===== src/hw/rtl/pfc_pkg.sv =====
// ----------------------------------------------------------------------------
// pfc_pkg
// Shared types, format codes and fixed-point coefficients of the pixel
// format converter.
// ----------------------------------------------------------------------------
`default_nettype none

package pfc_pkg;

  localparam int PALETTE_ENTRIES_DEF = 256;

  // Operation codes
  localparam logic OP_CONVERT   = 1'b0;
  localparam logic OP_PAL_WRITE = 1'b1;

  // Register indexes
  localparam logic [1:0] CFG_SOURCE_FORMAT = 2'd0;
  localparam logic [1:0] CFG_DEST_FORMAT   = 2'd1;

  // Source formats
  localparam logic [1:0] SRC_GRAY = 2'd0;
  localparam logic [1:0] SRC_YUV  = 2'd1;
  localparam logic [1:0] SRC_RGB  = 2'd2;
  localparam logic [1:0] SRC_PAL  = 2'd3;

  // Destination formats
  localparam logic [2:0] DST_GRAY   = 3'd0;
  localparam logic [2:0] DST_YUV    = 3'd1;
  localparam logic [2:0] DST_RGB    = 3'd2;
  localparam logic [2:0] DST_BGRX   = 3'd3;
  localparam logic [2:0] DST_RGB565 = 3'd4;
  localparam logic [2:0] DST_RGB555 = 3'd5;

  localparam logic [1:0] SRC_RESET = SRC_RGB;
  localparam logic [2:0] DST_RESET = DST_YUV;

  // Fixed point: 14 fractional bits, products fit in 25 signed bits
  localparam int PROD_W    = 25;
  localparam int FIX_SHIFT = 14;
  localparam int SHR_W     = PROD_W - FIX_SHIFT;

  typedef logic signed [PROD_W-1:0] prod_t;
  typedef logic signed [SHR_W-1:0]  shr_t;

  localparam prod_t FIX_HALF = 25'sd8192;
  localparam prod_t K_ONE    = 25'sd16384;

  // RGB to YUV
  localparam prod_t K_YR =  25'sd4898;
  localparam prod_t K_YG =  25'sd9617;
  localparam prod_t K_YB =  25'sd1867;
  localparam prod_t K_UR = -25'sd2764;
  localparam prod_t K_UG = -25'sd5427;
  localparam prod_t K_UB =  25'sd8192;
  localparam prod_t K_VR = -25'sd8192;
  localparam prod_t K_VG =  25'sd6859;
  localparam prod_t K_VB =  25'sd1332;

  // YUV to RGB
  localparam prod_t K_RV = -25'sd22970;
  localparam prod_t K_GU = -25'sd5638;
  localparam prod_t K_GV =  25'sd11700;
  localparam prod_t K_BU =  25'sd29032;

  localparam logic signed [8:0] CHROMA_OFS9  = 9'sd127;
  localparam shr_t              CHROMA_OFS11 = 11'sd127;

  // Three bytes of one pixel, in input order
  typedef struct packed {
    logic [7:0] c0;
    logic [7:0] c1;
    logic [7:0] c2;
  } pix_t;

  // Palette write request
  typedef struct packed {
    logic       en;
    logic [7:0] idx;
    pix_t       rgb;
  } pal_wr_t;

endpackage

`default_nettype wire


===== src/hw/rtl/pfc_math.sv =====
// ----------------------------------------------------------------------------
// pfc_math
// Colour-space arithmetic: registered constant products, then add, round,
// floor shift and saturate (RGB results; chroma wraps). RGB to YUV and YUV to RGB run side by side.
// ----------------------------------------------------------------------------
`default_nettype none

module pfc_math (
  input  logic          clk,
  input  logic          en,
  input  pfc_pkg::pix_t col,
  output pfc_pkg::pix_t yuv,
  output pfc_pkg::pix_t rgb
);
  import pfc_pkg::*;

  function automatic prod_t mulc(input logic signed [8:0] a, input prod_t k);
    prod_t ax;
    ax = prod_t'(a);
    return ax * k;
  endfunction

  // floor division by 2^14 is the upper slice of the sum
  function automatic shr_t shr(input prod_t s);
    return s[PROD_W-1:FIX_SHIFT];
  endfunction

  function automatic logic [7:0] sat8(input shr_t x);
    logic [7:0] q;
    if (x < 0) begin
      q = 8'd0;
    end else if (x > 11'sd255) begin
      q = 8'd255;
    end else begin
      q = x[7:0];
    end
    return q;
  endfunction

  logic signed [8:0] a0, a1, a2, u_s, v_s;

  assign a0  = $signed({1'b0, col.c0});
  assign a1  = $signed({1'b0, col.c1});
  assign a2  = $signed({1'b0, col.c2});
  assign u_s = a1 - CHROMA_OFS9;
  assign v_s = a2 - CHROMA_OFS9;

  prod_t yr_r, yg_r, yb_r, ur_r, ug_r, ub_r, vr_r, vg_r, vb_r;
  prod_t ry_r, rv_r, gu_r, gv_r, bu_r;

  always_ff @(posedge clk) begin
    if (en) begin
      yr_r <= mulc(a0, K_YR);
      yg_r <= mulc(a1, K_YG);
      yb_r <= mulc(a2, K_YB);
      ur_r <= mulc(a0, K_UR);
      ug_r <= mulc(a1, K_UG);
      ub_r <= mulc(a2, K_UB);
      vr_r <= mulc(a0, K_VR);
      vg_r <= mulc(a1, K_VG);
      vb_r <= mulc(a2, K_VB);
      ry_r <= mulc(a0, K_ONE);
      rv_r <= mulc(v_s, K_RV);
      gu_r <= mulc(u_s, K_GU);
      gv_r <= mulc(v_s, K_GV);
      bu_r <= mulc(u_s, K_BU);
    end
  end

  prod_t y_sum, u_sum, v_sum, r_sum, g_sum, b_sum;
  shr_t  y_q, u_q, v_q;

  always_comb begin
    y_sum = yr_r + yg_r + yb_r + FIX_HALF;
    u_sum = ur_r + ug_r + ub_r + FIX_HALF;
    v_sum = vr_r + vg_r + vb_r + FIX_HALF;
    r_sum = ry_r + rv_r + FIX_HALF;
    g_sum = ry_r + gu_r + gv_r + FIX_HALF;
    b_sum = ry_r + bu_r + FIX_HALF;

    // luma always lands in 0..255
    y_q = shr(y_sum);
    // chroma wraps to eight bits after the offset
    u_q = shr(u_sum) + CHROMA_OFS11;
    v_q = shr(v_sum) + CHROMA_OFS11;

    yuv.c0 = y_q[7:0];
    yuv.c1 = u_q[7:0];
    yuv.c2 = v_q[7:0];

    rgb.c0 = sat8(shr(r_sum));
    rgb.c1 = sat8(shr(g_sum));
    rgb.c2 = sat8(shr(b_sum));
  end

endmodule

`default_nettype wire


===== config.mk =====
export PLATFORM = sky130hd
export DESIGN_NAME = pfc_math
export DESIGN_NICKNAME = d
export VERILOG_FILES = /design/src/hw/rtl/pfc_pkg.sv /design/src/hw/rtl/pfc_math.sv
export SDC_FILE = /design/constraint.sdc
export NUM_CORES = 2
export LEC_CHECK = 0
export ABC_AREA = 1
export ABC_CLOCK_PERIOD_IN_PS = 5250
export BUFFER_PORTS_ARGS = -buffer_cell sky130_fd_sc_hd__buf_4
export CORE_ASPECT_RATIO = 0.8
export CORE_UTILIZATION = 37
export CTS_CLUSTER_DIAMETER = 40
export DETAILED_ROUTE_END_ITERATION = 16
export HOLD_SLACK_MARGIN = 0.1
export PLACE_DENSITY = 0.65
export SETUP_SLACK_MARGIN = 0.5
export SLEW_MARGIN = 20
export SYNTH_ARGS = -nofsm -noshare
export SYNTH_HDL_FRONTEND = slang
export SYNTH_SLANG_ARGS = --single-unit

===== constraint.sdc =====
create_clock -name clk -period 5.25 [get_ports clk]
set_input_delay 0 -clock clk [delete_from_list [all_inputs] [get_ports clk]]
set_output_delay 0 -clock clk [all_outputs]
set_load 0.02 [all_outputs]

==> summary.md <==
| Metric | Value |
|---|---|
| Status | completed |
| Dominant synthesized flop cell | edfxtp_1 |
| Most frequent CP cell | nand2_1 |
| CTS Root Cell | clkbuf_16 |
| Drt first-iter violations | 1638 |
| # fillers | 8776 |
| Number of synthesized flops with an enable pin | roughly 220 |
| Mapped Avg Cell Area | 9.158 µm² |
| Multi-input logic area | 24630 µm² |
| Final Max Tran Viols | 0 |
| Crit-path max cell delay | between 0.6 and 0.7 ns |
| DRT Wirelength | 86200 µm |
| Gp weighted congestion | about 0.95 |
| Netlist Area Pre-Place | 33700 µm² |
| Rel. slew slack | 25.67% |
| Dpl cells | 5011 |
| DRC Markers | 0 |
| Initial antenna violation count | 7 |
| I/O pins | between 70 and 80 |
| Most common cell after layout, fill and taps aside | inv_1 |
| Number of global-route vias before repair | between 20k and 25k |
| Share of post-route cells with drive strength above 1 | 8.453% |
| Initial Utilization | roughly 38% |
| Total number of vias | 24.77k |
| Final setup violation count | 0 |
| CTS H-tree depth | 2 |
| Final Net Count | 4957 |
| Post-synthesis sequential area ratio | roughly 20% |
| Maximum achievable frequency | 222.7 MHz |
| Pin count of the biggest net entering global routing | approximately 130 |
| Post-synthesis register bit count | 218 |
| CP required | 5.55 ns |
| Syn-to-layout area delta | 13.37% |
| Most frequent cells in the layout | inv_1, ha_1, nand2_1 |
| DRT Pass-1 Iters | 7 |
| Hpwl dp | 72390 µm |
| Fin. Hold Viols | 0 |
| CP max FO | 9 |
| Die X | approximately 340 µm |
| Cell breakdown of the critical path | buf_4 > dlygate4sd3_1 > buf_6 > nand2_1 > o21ai_0 > buf_4 > fa_1 > inv_1 > fa_1 > inv_1 > fa_1 > inv_1 > ha_1 > xor2_1 > ha_1 > a21oi_1 > nand2_1 > nand2_1 > nand3_1 > a21boi_2 > o21ai_2 > nand2_1 > nand2_1 > xor2_1 |
| CTS Buf Count | 40 |
| Finished Layout Cells | around 5.1k |
| Worst min-delay path class | primary input to flop |
| Clock buffer depth | 3 |
| First-pass GRT wire length | 137100 µm |
| Pre-CTS setup slack | 0.1400 ns |
| Post-Syn Instances | around 3.7k |
| Worst min-delay path startpoint | col[12] |
| Port buffer count | 73 |
| Wirelength per Cell | 16.84 µm |
| Tmin final | 4.490 ns |
| Syn Nets | 4753 |
| CTS clock-pin slew for the worst setup and hold paths | about 0.060 ns |
| Hold Path End | yg_r[4] |
| Final worst slack | 0.7605 ns |
| Clk sink count | 218 |
| CP Launch Type | primary input |
| FFs w/ async S/R, synth | 0% |
| # rows | 98 |
| Crit path arrival time | 4.79 ns |
| Sum Neg Setup Slack | 0 ns |
| Hold depth | 3 |
| Grt ovf | 0 |
| CP Class | primary input to flop |
| Final cycle utilization of the critical path | 85.52% |
| Worst-Margin Slew | 1.115 ns |
| WHS | 0.1437 ns |
| Buf+Inv Stages, Crit Path | 7 |
| Slowest stage cell, crit path | dlygate4sd3_1 |
| Final ANT Viol Nets | 0 |
| YS warnings | 0 |
| Max Cap Viol | 0 |
| Crit. End Element | flop |
| Die Y | 271.9 µm |
| CTS tree | yes |
| Core Box Area | between 80000 and 90000 µm² |
| Synth unique cells | 51 |
| All-Layer GR Usage | between 10% and 20% |
| FF/Latch Area | about 6500 µm² |
| CP top delay family | adder cells |
| Die area | around 90000 µm² |
| RSZ-0062 raised after global routing | no |
| Vias per cell | roughly 4.8 |
-- cell usage after synthesis, drive strengths merged, types with 8 or more instances --
master | n | area share (%)
o21ai | 109 | 1.7
edfxtp | 218 | 19
nand4 | 31 | 0.58
nand2 | 582 | 6.7
ha | 731 | 27
nand3 | 131 | 2.0
xnor2 | 85 | 2.3
nor2 | 181 | 2.1
o2111ai | 8 | 0.23
a21boi | 10 | 0.22
a211oi | 9 | 0.20
a21oi | 232 | 3.5
a21o | 25 | 0.56
or2 | 11 | 0.20
nor3 | 28 | 0.48
o21bai | 17 | 0.38
fa | 316 | 19
xor2 | 156 | 4.1
inv | 756 | 8.4
nand3b | 8 | 0.18
-- layout make-up --
cell class / count / area share [%]
diodes: 2 / 0.01310
well taps: 1200 / 3.930
inverters: 756 / 7.437
multi-input cells: 2704 / 64.46
flip-flops and latches: 218 / 17.13
clock buffers: 46 / 2.790
clock inverters: 28 / 0.7991
repair buffers: 164 / 3.442
-- how the worst max path moves through the flow --
stage                     slack, ns        to  depth (start not counted)  startpoint
after floorplan                0.50  gu_r[23]                         23      col[9]
after CTS                      0.69  gu_r[20]                         23      col[9]
after global routing           0.49  rv_r[23]                         25      col[1]
after global placement         0.19  gu_r[23]                         24      col[9]
after detailed placement       0.14  gu_r[20]                         24      col[9]
final                          0.76  gu_r[20]                         24      col[9]
-- kinds of logic (layout without fill, tap and decap cells) --
group | Yosys count | after routing | synth area share (%)
adder cells (fa/ha/maj) | 1047 | 1047 | 45.91
AND/OR/NAND/NOR | 982 | 982 | 12.53
buffers and inverters | 758 | 994 | 8.454
AO/OA/AOI/OAI | 434 | 434 | 7.288
XOR/XNOR | 241 | 241 | 6.386
flip-flops | 218 | 218 | 19.43
other | 0 | 2 | 0
-- worst min-delay path: stages --
cell	delay, ns
buf_4	0.15
buf_4	0.27
ha_1	0.16
-- what timing repair did --
item,in CTS,in global routing
gates resized for setup,0,16
hold buffers,24,0
setup buffers,0,7
hold endpoints to repair,126,0
endpoints found under the setup margin,0,17
-- registers in the layout, summed over array words and instances, names as in the netlist --
register  cells
yg_r         22
gv_r         21
ug_r         20
vg_r         20
yb_r         19
gu_r         18
ur_r         18
vb_r         16
yr_r         16
bu_r         14
rv_r         12
ry_r          8
vr_r          8
ub_r          6
-- through the flow --
stage	area, µm²	utilization (%)
final	38210	42.57
after global routing	38210	42.57
after CTS	38080	42.43
after detailed placement	36470	40.63
after global placement	36470	40.63
after floorplan	33960	-
-- metal layers --
metal  routed length (µm)  global-route usage (%)
met1                43010                   28.06
met2                33880                   26.80
met3                 6957                   5.214
met4                 2332                   5.204
met5                   12                       0
Power is not shown: default switching activity piles up to over one toggle a cycle in this logic, so the estimate is an artifact.
